### config.mk
export PLATFORM = sky130hd
export DESIGN_NAME = adsr_envelope_one_pole
export DESIGN_NICKNAME = d
export VERILOG_FILES = /design/src/hdl/adsr_pkg.sv /design/src/hdl/adsr_mul.sv /design/src/hdl/adsr_div.sv /design/src/hdl/adsr_envelope_one_pole.sv
export SDC_FILE = /design/constraint.sdc
export NUM_CORES = 2
export LEC_CHECK = 0
export CAP_MARGIN = 20
export CELL_PAD_IN_SITES_DETAIL_PLACEMENT = 1
export CELL_PAD_IN_SITES_GLOBAL_PLACEMENT = 2
export CORE_MARGIN = 2
export CORE_UTILIZATION = 42
export CTS_CLUSTER_DIAMETER = 30
export DETAILED_ROUTE_END_ITERATION = 16
export DONT_BUFFER_PORTS = 1
export PLACE_DENSITY = 0.79
export SYNTH_ARGS = -nofsm -noshare
export SYNTH_HDL_FRONTEND = slang
export SYNTH_SLANG_ARGS = --single-unit
### constraint.sdc
create_clock -name clk -period 12.4 [get_ports clk]
set_input_delay 0.62 -clock clk [delete_from_list [all_inputs] [get_ports clk]]
set_output_delay 0.62 -clock clk [all_outputs]
set_load 0.05 [all_outputs]
### src/hdl/adsr_pkg.sv
// Shared constants, codes and types for the one-pole ADSR envelope block.
// Holds the fixed-point constants, the table of fractional powers of two and
// the divider status type. No dependencies.
package adsr_pkg;

	localparam int ENV_FRAC_BITS = 30;

	localparam logic [63:0] ONE_ONE = ((64'd11 << ENV_FRAC_BITS) + 64'd5) / 64'd10;
	localparam logic [63:0] THRESH = ((64'd99 << ENV_FRAC_BITS) + 64'd50) / 64'd100;
	localparam logic [31:0] KQ28 = 32'd1647099329;

	localparam logic [1:0] PH_RELEASE = 2'd0;
	localparam logic [1:0] PH_ATTACK = 2'd1;
	localparam logic [1:0] PH_DECAY = 2'd2;

	localparam logic [2:0] REG_ATTACK = 3'd0;
	localparam logic [2:0] REG_DECAY = 3'd1;
	localparam logic [2:0] REG_SUSTAIN = 3'd2;
	localparam logic [2:0] REG_RELEASE = 3'd3;
	localparam logic [2:0] REG_RATE = 3'd4;

	typedef logic [14:0][31:0] root_tab_t;

	typedef struct packed {
		logic busy;
		logic done;
	} div_stat_t;

	// integer square root, one result bit per pass
	function automatic logic [63:0] isqrt64(input logic [63:0] x);
		logic [63:0] rem;
		logic [63:0] r;
		logic [63:0] b;
		rem = x;
		r = 64'd0;
		b = 64'd1 << 62;
		for (int i = 0; i < 32; i++) begin
			if (rem >= r + b) begin
				rem = rem - (r + b);
				r = (r >> 1) + b;
			end else begin
				r = r >> 1;
			end
			b = b >> 2;
		end
		return r;
	endfunction

	// entry j is 2^(2^j / 32768) in Q1.31
	function automatic root_tab_t build_roots();
		root_tab_t t;
		logic [63:0] cur;
		cur = isqrt64(64'd1 << 63);
		t[14] = cur[31:0];
		for (int j = 14; j > 0; j--) begin
			cur = isqrt64({cur[32:0], 31'd0});
			t[j-1] = cur[31:0];
		end
		return t;
	endfunction

	localparam root_tab_t ROOT_TAB = build_roots();

endpackage

### src/hdl/adsr_mul.sv
// Shared 32x32 multiplier with a registered product.
// Depends on nothing but the clock; product holds until the next enable.
module adsr_mul (
	input  logic        clk,
	input  logic        en,
	input  logic [31:0] a,
	input  logic [31:0] b,
	output logic [63:0] prod_q
);
	always_ff @(posedge clk) begin
		if (en) begin
			prod_q <= 64'(a) * 64'(b);
		end
	end
endmodule

### src/hdl/adsr_div.sv
// Bit-serial restoring divider: 64-bit dividend by 18-bit divisor, one
// quotient bit per cycle. Uses adsr_pkg for the status type.
module adsr_div (
	input  logic                 clk,
	input  logic                 arst_n,
	input  logic                 start,
	input  logic [63:0]          dividend,
	input  logic [17:0]          divisor,
	output adsr_pkg::div_stat_t  stat,
	output logic [63:0]          quotient
);
	import adsr_pkg::*;

	logic [63:0] quo_q;
	logic [17:0] rem_q;
	logic [5:0]  cnt_q;
	logic        busy_q;
	logic        done_q;
	logic [18:0] trial;
	logic        fits;

	assign trial = {rem_q, quo_q[63]};
	assign fits = trial >= {1'b0, divisor};

	always_ff @(posedge clk) begin
		if (start) begin
			quo_q <= dividend;
			rem_q <= '0;
		end else if (busy_q) begin
			rem_q <= fits ? 18'(trial - {1'b0, divisor}) : trial[17:0];
			quo_q <= {quo_q[62:0], fits};
		end
	end

	always_ff @(posedge clk or negedge arst_n) begin
		if (!arst_n) begin
			busy_q <= 1'b0;
			done_q <= 1'b0;
			cnt_q <= '0;
		end else begin
			done_q <= 1'b0;
			if (start) begin
				busy_q <= 1'b1;
				cnt_q <= '0;
			end else if (busy_q) begin
				cnt_q <= cnt_q + 6'd1;
				if (cnt_q == 6'd63) begin
					busy_q <= 1'b0;
					done_q <= 1'b1;
				end
			end
		end
	end

	assign stat = '{busy: busy_q, done: done_q};
	assign quotient = quo_q;
endmodule

### src/hdl/adsr_envelope_one_pole.sv
// Top level of the one-pole ADSR envelope generator: sequencer, registers
// and result slot. Uses adsr_pkg, adsr_mul and adsr_div.
//
// Usage: each input transfer carries one gate bit for one audio sample and
// produces exactly one output transfer with the new envelope (Q1.30) and the
// new phase (0 release, 1 attack, 2 decay/sustain). Both channels use
// valid/ready. Registers are written through cfg_write/cfg_index/cfg_data,
// one register per cycle. The user must write them only while no sample is
// in flight; the block itself does not enforce this. Each sample steps
// through the fractional power of two on the shared multiplier, one multiply
// per set bit of the time-level fraction, then the scaling multiply, the
// 64-step serial divider by the sample rate and the update multiply.
// With a zero sample rate the divider is skipped.
// One sample is processed at a time; in_ready is high only between samples.
// A finished result waits in the output register; a new sample may be taken
// while it waits, but its own result is held back until the slot is free.
// Reset clears the envelope to zero, the phase to release and the
// registers to their defaults (attack, decay, release -0.5, sustain 0.5,
// 48000 Hz).
module adsr_envelope_one_pole (
	input  logic        clk,
	input  logic        arst_n,
	input  logic        in_valid,
	output logic        in_ready,
	input  logic        gate,
	output logic        out_valid,
	input  logic        out_ready,
	output logic [30:0] envelope,
	output logic [1:0]  phase,
	input  logic        cfg_write,
	input  logic [2:0]  cfg_index,
	input  logic [17:0] cfg_data
);
	import adsr_pkg::*;

	localparam logic [3:0] ST_IDLE = 4'd0;
	localparam logic [3:0] ST_ROOT = 4'd1;
	localparam logic [3:0] ST_ROOT_TAKE = 4'd2;
	localparam logic [3:0] ST_KQ_ISSUE = 4'd3;
	localparam logic [3:0] ST_KQ_TAKE = 4'd4;
	localparam logic [3:0] ST_DIV = 4'd5;
	localparam logic [3:0] ST_UPD_ISSUE = 4'd6;
	localparam logic [3:0] ST_UPD_TAKE = 4'd7;

	logic [15:0] attack_q, decay_q, sustain_q, release_q;
	logic [17:0] rate_q;

	logic [3:0]  state_q;
	logic [31:0] env_q;
	logic [1:0]  phase_q;
	logic [1:0]  next_q;
	logic [31:0] tgt_q;
	logic [30:0] d_q;
	logic        up_q;
	logic [14:0] f_q;
	logic [5:0]  sh_q;
	logic [3:0]  j_q;
	logic [31:0] p_q;
	logic [31:0] coef_q;
	logic        out_valid_q;
	logic [30:0] out_env_q;
	logic [1:0]  out_phase_q;

	// step decision from the phase before the move
	logic [1:0]  nx;
	logic [31:0] tgt;
	logic [15:0] tl;
	logic signed [20:0] u;
	logic [31:0] sus_tgt;

	logic        mul_en;
	logic [31:0] mul_a, mul_b;
	logic [63:0] prod;
	logic [63:0] p_round, m_round;
	logic        div_start;
	div_stat_t   div_stat;
	logic [63:0] quo;
	logic [63:0] q_sh;
	logic        slot_free;
	logic        in_fire;

	assign in_ready = (state_q == ST_IDLE);
	assign in_fire = in_valid && in_ready;
	assign slot_free = !out_valid_q || out_ready;

	assign sus_tgt = 32'(64'(sustain_q) << (ENV_FRAC_BITS - 15));

	always_comb begin
		nx = phase_q;
		priority case (phase_q)
			PH_ATTACK: begin
				if (64'(env_q) > THRESH) begin
					nx = PH_DECAY;
				end else if (!gate) begin
					nx = PH_RELEASE;
				end
				tgt = ONE_ONE[31:0];
				tl = attack_q;
			end
			PH_DECAY: begin
				if (!gate) begin
					nx = PH_RELEASE;
				end
				tgt = sus_tgt;
				tl = decay_q;
			end
			default: begin
				nx = gate ? PH_ATTACK : PH_RELEASE;
				tgt = '0;
				tl = release_q;
			end
		endcase
		u = 21'sd327680 - (21'(signed'(tl)) <<< 3) - (21'(signed'(tl)) <<< 1);
	end

	always_comb begin
		mul_en = 1'b0;
		mul_a = p_q;
		mul_b = ROOT_TAB[j_q];
		unique case (state_q)
			ST_ROOT: mul_en = (j_q != 4'd15) && f_q[j_q];
			ST_KQ_ISSUE: begin
				mul_en = 1'b1;
				mul_b = KQ28;
			end
			ST_UPD_ISSUE: begin
				mul_en = 1'b1;
				mul_a = {1'b0, d_q};
				mul_b = coef_q;
			end
			default: mul_en = 1'b0;
		endcase
	end

	adsr_mul u_mul (
		.clk(clk), .en(mul_en), .a(mul_a), .b(mul_b), .prod_q(prod)
	);

	assign div_start = (state_q == ST_KQ_TAKE) && (rate_q != '0);

	adsr_div u_div (
		.clk(clk), .arst_n(arst_n), .start(div_start), .dividend(prod),
		.divisor(rate_q), .stat(div_stat), .quotient(quo)
	);

	assign p_round = prod + (64'd1 << 30);
	assign m_round = prod + (64'd1 << 31);
	assign q_sh = quo >> sh_q;

	always_ff @(posedge clk or negedge arst_n) begin
		if (!arst_n) begin
			attack_q <= 16'hC000;
			decay_q <= 16'hC000;
			sustain_q <= 16'd16384;
			release_q <= 16'hC000;
			rate_q <= 18'd48000;
		end else if (cfg_write) begin
			priority case (cfg_index)
				REG_ATTACK: attack_q <= cfg_data[15:0];
				REG_DECAY: decay_q <= cfg_data[15:0];
				REG_SUSTAIN: sustain_q <= cfg_data[15:0];
				REG_RELEASE: release_q <= cfg_data[15:0];
				REG_RATE: rate_q <= cfg_data;
				default: ;
			endcase
		end
	end

	// payload of the step in flight
	always_ff @(posedge clk) begin
		if (in_fire) begin
			next_q <= nx;
			tgt_q <= tgt;
			up_q <= tgt >= env_q;
			d_q <= (tgt >= env_q) ? 31'(tgt - env_q) : 31'(env_q - tgt);
			f_q <= u[14:0];
			sh_q <= 6'd37 - 6'(u[19:15]);
			p_q <= 32'h8000_0000;
		end else if (state_q == ST_ROOT_TAKE) begin
			p_q <= p_round[62:31];
		end
		if (state_q == ST_KQ_TAKE && rate_q == '0) begin
			coef_q <= '1;
		end else if (state_q == ST_DIV && div_stat.done) begin
			coef_q <= (q_sh[63:32] != '0) ? '1 : q_sh[31:0];
		end
	end

	always_ff @(posedge clk or negedge arst_n) begin
		if (!arst_n) begin
			state_q <= ST_IDLE;
			env_q <= '0;
			phase_q <= PH_RELEASE;
			j_q <= '0;
			out_valid_q <= 1'b0;
			out_env_q <= '0;
			out_phase_q <= PH_RELEASE;
		end else begin
			// drop the slot on transfer unless a new result refills it
			if (out_valid_q && out_ready && state_q != ST_UPD_TAKE) begin
				out_valid_q <= 1'b0;
			end
			unique case (state_q)
				ST_IDLE: begin
					if (in_fire) begin
						j_q <= '0;
						state_q <= ST_ROOT;
					end
				end
				ST_ROOT: begin
					if (j_q == 4'd15) begin
						state_q <= ST_KQ_ISSUE;
					end else if (f_q[j_q]) begin
						state_q <= ST_ROOT_TAKE;
					end else begin
						j_q <= j_q + 4'd1;
					end
				end
				ST_ROOT_TAKE: begin
					j_q <= j_q + 4'd1;
					state_q <= ST_ROOT;
				end
				ST_KQ_ISSUE: state_q <= ST_KQ_TAKE;
				ST_KQ_TAKE: state_q <= (rate_q == '0) ? ST_UPD_ISSUE : ST_DIV;
				ST_DIV: begin
					if (div_stat.done) begin
						state_q <= ST_UPD_ISSUE;
					end
				end
				ST_UPD_ISSUE: state_q <= ST_UPD_TAKE;
				ST_UPD_TAKE: begin
					// hold until the result slot is free
					if (slot_free) begin
						env_q <= up_q ? env_q + m_round[63:32] : env_q - m_round[63:32];
						out_env_q <= up_q ? 31'(env_q + m_round[63:32])
						                  : 31'(env_q - m_round[63:32]);
						phase_q <= next_q;
						out_phase_q <= next_q;
						out_valid_q <= 1'b1;
						state_q <= ST_IDLE;
					end
				end
				default: state_q <= ST_IDLE;
			endcase
		end
	end

	assign out_valid = out_valid_q;
	assign envelope = out_env_q;
	assign phase = out_phase_q;

`ifndef NO_ASSERTIONS
	a_env_bound: assert property (@(posedge clk) disable iff (!arst_n)
		!env_q[31]) else $error("envelope passed its target");
	a_one_item: assert property (@(posedge clk) disable iff (!arst_n)
		in_fire |=> !in_ready) else $error("second sample taken while busy");
	a_div_done: assert property (@(posedge clk) disable iff (!arst_n)
		div_stat.done |-> state_q == ST_DIV) else $error("stray divider completion");
	a_tgt_side: assert property (@(posedge clk) disable iff (!arst_n)
		state_q == ST_UPD_ISSUE |-> (up_q == (tgt_q >= env_q)))
		else $error("update direction disagrees with target");
`endif
endmodule

==> impl_metrics.toml <==
[die]
die-height_um = 388.0
start_util_pct = 42.39
core_mm2 = 0.1461
die_area_mm2 = 0.1505
core.rowCount = 140
io_pins = 62
die_x_um = 388.0

[finish]
ff_latch_area_mm2 = 0.01043
mostFrequentLayoutCells = "nand2_1, inv_1, fa_1"
fin_nets = 8389
area_growth_pct = 9.109
drive_above_1_share_pct = 7.909
layout_commonest_cell = "nand2_1"
multi_input_area_mm2 = 0.04617
nFillCells = 17020

[sta]
timing.fmax_mhz = 86.21
max_slew.worst_pin.slew_ns = 1.291
setup-violations-final = 0
rsz0062_at_grt = "false"
slew_headroom_pct = 13.95
finClkSkew_ns = 0.05534
period_share_pct = 93.54
finalHoldViolCount = 0
period_minus_slack_ns = 11.60
hold_ws_ns = 0.04134
maxSlewViolCount = 0
setup_tns_ns = 0

[worst_setup_path]
cpMostUsedCell = "fa_1"
slowest_delay_ns = 0.86
crit_fanout = 16
end_kind = "flop"
arrival_ns = 12.00
crit_slowest_cell = "o21a_1"
worstRegToRegCells = 25
worstPathRequired_ns = 12.80
crit_path_start_kind = "flop"
worstSetupPathType = "flop to flop"

[cts]
clockBufferDepth = 3
clock_latency_ns = 0.70
cts_buffers = 88
clk_pin_slew_worst_paths_ns = 0.05
tritoncts = "yes"
post_cts_buffers = 0
cts_resized = 0
cts_max_level = 3
root_buffer = "clkbuf_16"
cts_sinks = 396

[grt]
grtUsageMet1_pct = 41.96
use_met3_pct = 5.034
grt_pass1_wl_um = 362500
antenna_found_initial = 12
gr-total-overflow = 0
busiest_layer = "met2"
use_met2_pct = 52.31
grt_use_total_pct = 32.02
grt_pass1_vias = 56010
grt_max_degree = 133

[synthesis]
async_reset_ff_share_pct = 33.33
synth_xor_area_share_pct = 3.026
synth_adder_area_share_pct = 38.11
ys.flop_type = "edfxtp_1"
synth_seq_cells = 396
synthesis.area_mm2 = 0.06193
synthSimpleGateAreaFrac_pct = 15.98
yosys.cell_types.count = 90
synth_top_family_by_area = "adder cells"
syn_inst = 7176
ys_warn_count = 0
synth_compound_area_share_pct = 11.01
synth_area_per_cell_um2 = 8.631
synth_edf_count = 182
syn-num-nets = 8548
ys_seq_area_share_pct = 16.84
synthMuxAreaShare_pct = 5.851

[routing]
route.detailed.drc = 0
routed_wl_um = 238600
wire_per_inst_um = 26.48
antenna_left = 0
vias_per_cell = 5.706
route.vias.total = 51420
first_pass_iters = 6
drtIter0Drc = 3643

[outcome]
status = "completed"

[min_path]
min_path_cells = 2
hp-class = "input pin to flop"

[placed_design]
place_hpwl_um = 190000
place.port_buffers = 0
gp_congestion = 0.9918

[flow_run]
drv_cap = 0
==> flip-flops by register name (all words and copies together), names as in the netlist, 4 cells and up <==
signal,cells
attack_q,16
d_q,31
u_div.cnt_q,6
j_q,4
coef_q,32
env_q,32
sustain_q,16
decay_q,16
sh_q,6
u_div.quotient,64
rate_q,18
u_mul.prod_q,64
p_q,32
u_div.rem_q,18
release_q,16
f_q,14
==> kinds of logic after synthesis <==
kind of cell | after synthesis
mux | 299
flops | 396
fa+ha+maj | 1345
compound gates | 1075
buf+inv | 1467
xor+xnor | 214
simple gates | 2380
==> path summary, 6_finish.rpt <==
path	start	end	slack, ns
min in group asynchronous	arst_n	u_div.cnt_q[0]	0.54
max reg2reg	j_q[0]	u_mul.prod_q[63]	0.80
max	j_q[0]	u_mul.prod_q[63]	0.80
max in group asynchronous	arst_n	env_q[0]	11.18
min	cfg_data[16]	rate_q[16]	0.04
min reg2reg	coef_q[24]	coef_q[24]	0.47
==> through the flow <==
stage | instance area, um2 | utilization, % | setup WS [ns] | instances
2_1_floorplan | 61930 | - | 3.289 | 7176
3_3_place_gp | 64130 | 43.90 | 1.202 | 8832
3_5_place_dp | 64240 | 43.97 | 1.146 | 8838
4_1_cts | 67510 | 46.21 | 1.048 | 9008
5_1_grt | 67570 | 46.25 | 0.4969 | 9010
6_report | 67570 | 46.26 | 0.8010 | 9012
==> synthesized netlist by cell type, types with 12 or more instances <==
| library cell | count | area [um2] |
|---|---|---|
| a221oi_1 | 21 | 183.9 |
| mux2i_1 | 164 | 1642 |
| and3_1 | 34 | 212.7 |
| nand4_1 | 43 | 269.0 |
| o21a_1 | 28 | 210.2 |
| nand2b_1 | 50 | 312.8 |
| ha_1 | 443 | 5543 |
| and2_1 | 34 | 212.7 |
| o31ai_1 | 24 | 180.2 |
| dfxtp_1 | 82 | 1642 |
| clkbuf_1 | 335 | 1257 |
| a31oi_1 | 41 | 256.5 |
| nor4_1 | 17 | 106.4 |
| nand3_1 | 61 | 305.3 |
| buf_4 | 31 | 232.7 |
| a211oi_1 | 63 | 473.0 |
| nor3b_1 | 12 | 90.09 |
| inv_1 | 1043 | 3915 |
| dfrtp_1 | 118 | 2953 |
| a22oi_1 | 21 | 157.7 |
| nor3_1 | 63 | 315.3 |
| mux2_2 | 93 | 1047 |
| xor2_1 | 90 | 788.3 |
| mux4_2 | 41 | 923.4 |
| xnor2_1 | 124 | 1086 |
| nor2b_1 | 34 | 212.7 |
| a21o_1 | 109 | 818.3 |
| buf_2 | 30 | 150.1 |
| o22ai_1 | 12 | 75.07 |
| nand2_1 | 1157 | 4343 |
| a21oi_1 | 292 | 1461 |
| o21ai_1 | 18 | 90.09 |
| o21ai_0 | 252 | 1261 |
| buf_1 | 20 | 75.07 |
| a21boi_0 | 14 | 105.1 |
| fa_1 | 902 | 18060 |
| edfxtp_1 | 182 | 5465 |
| dfstp_2 | 14 | 367.9 |
| o211ai_1 | 34 | 255.2 |
| nor2_1 | 813 | 3052 |
| or2_2 | 14 | 87.58 |
| o21bai_1 | 27 | 202.7 |
==> layer usage <==
metal  up-vias  share of wire, %
met5         -             0.010
met4         4               5.1
met3       443               6.2
met2      1548                47
met1     26660                42
li1      22770                 -
==> worst max-delay path: cells and delay by family, from the launching register on <==
kind / cells / cell delay (ns)
fa+ha+maj: 10 / 5.20
compound gates: 8 / 3.41
simple gates: 4 / 1.25
flops: 1 / 0.85
buf+inv: 3 / 0.59
==> layout make-up <==
cell class                 count  area share, %
antenna                        2       0.007406
sequential                   396          15.43
tap                         1917          3.549
timing repair buffer         171          2.116
inverter                    1047          5.816
multi-input combinational   5313          68.32
clock inverter                66          1.359
clock buffer                 100          3.401
==> repair_timing <==
item	in CTS	in global routing
hold buffers	4	0
setup endpoints to repair	0	0
hold endpoints to repair	134	0
Power is left out: the tool's default activity adds up to more than one toggle a clock period on the data nets, which glitch-free logic cannot reach.
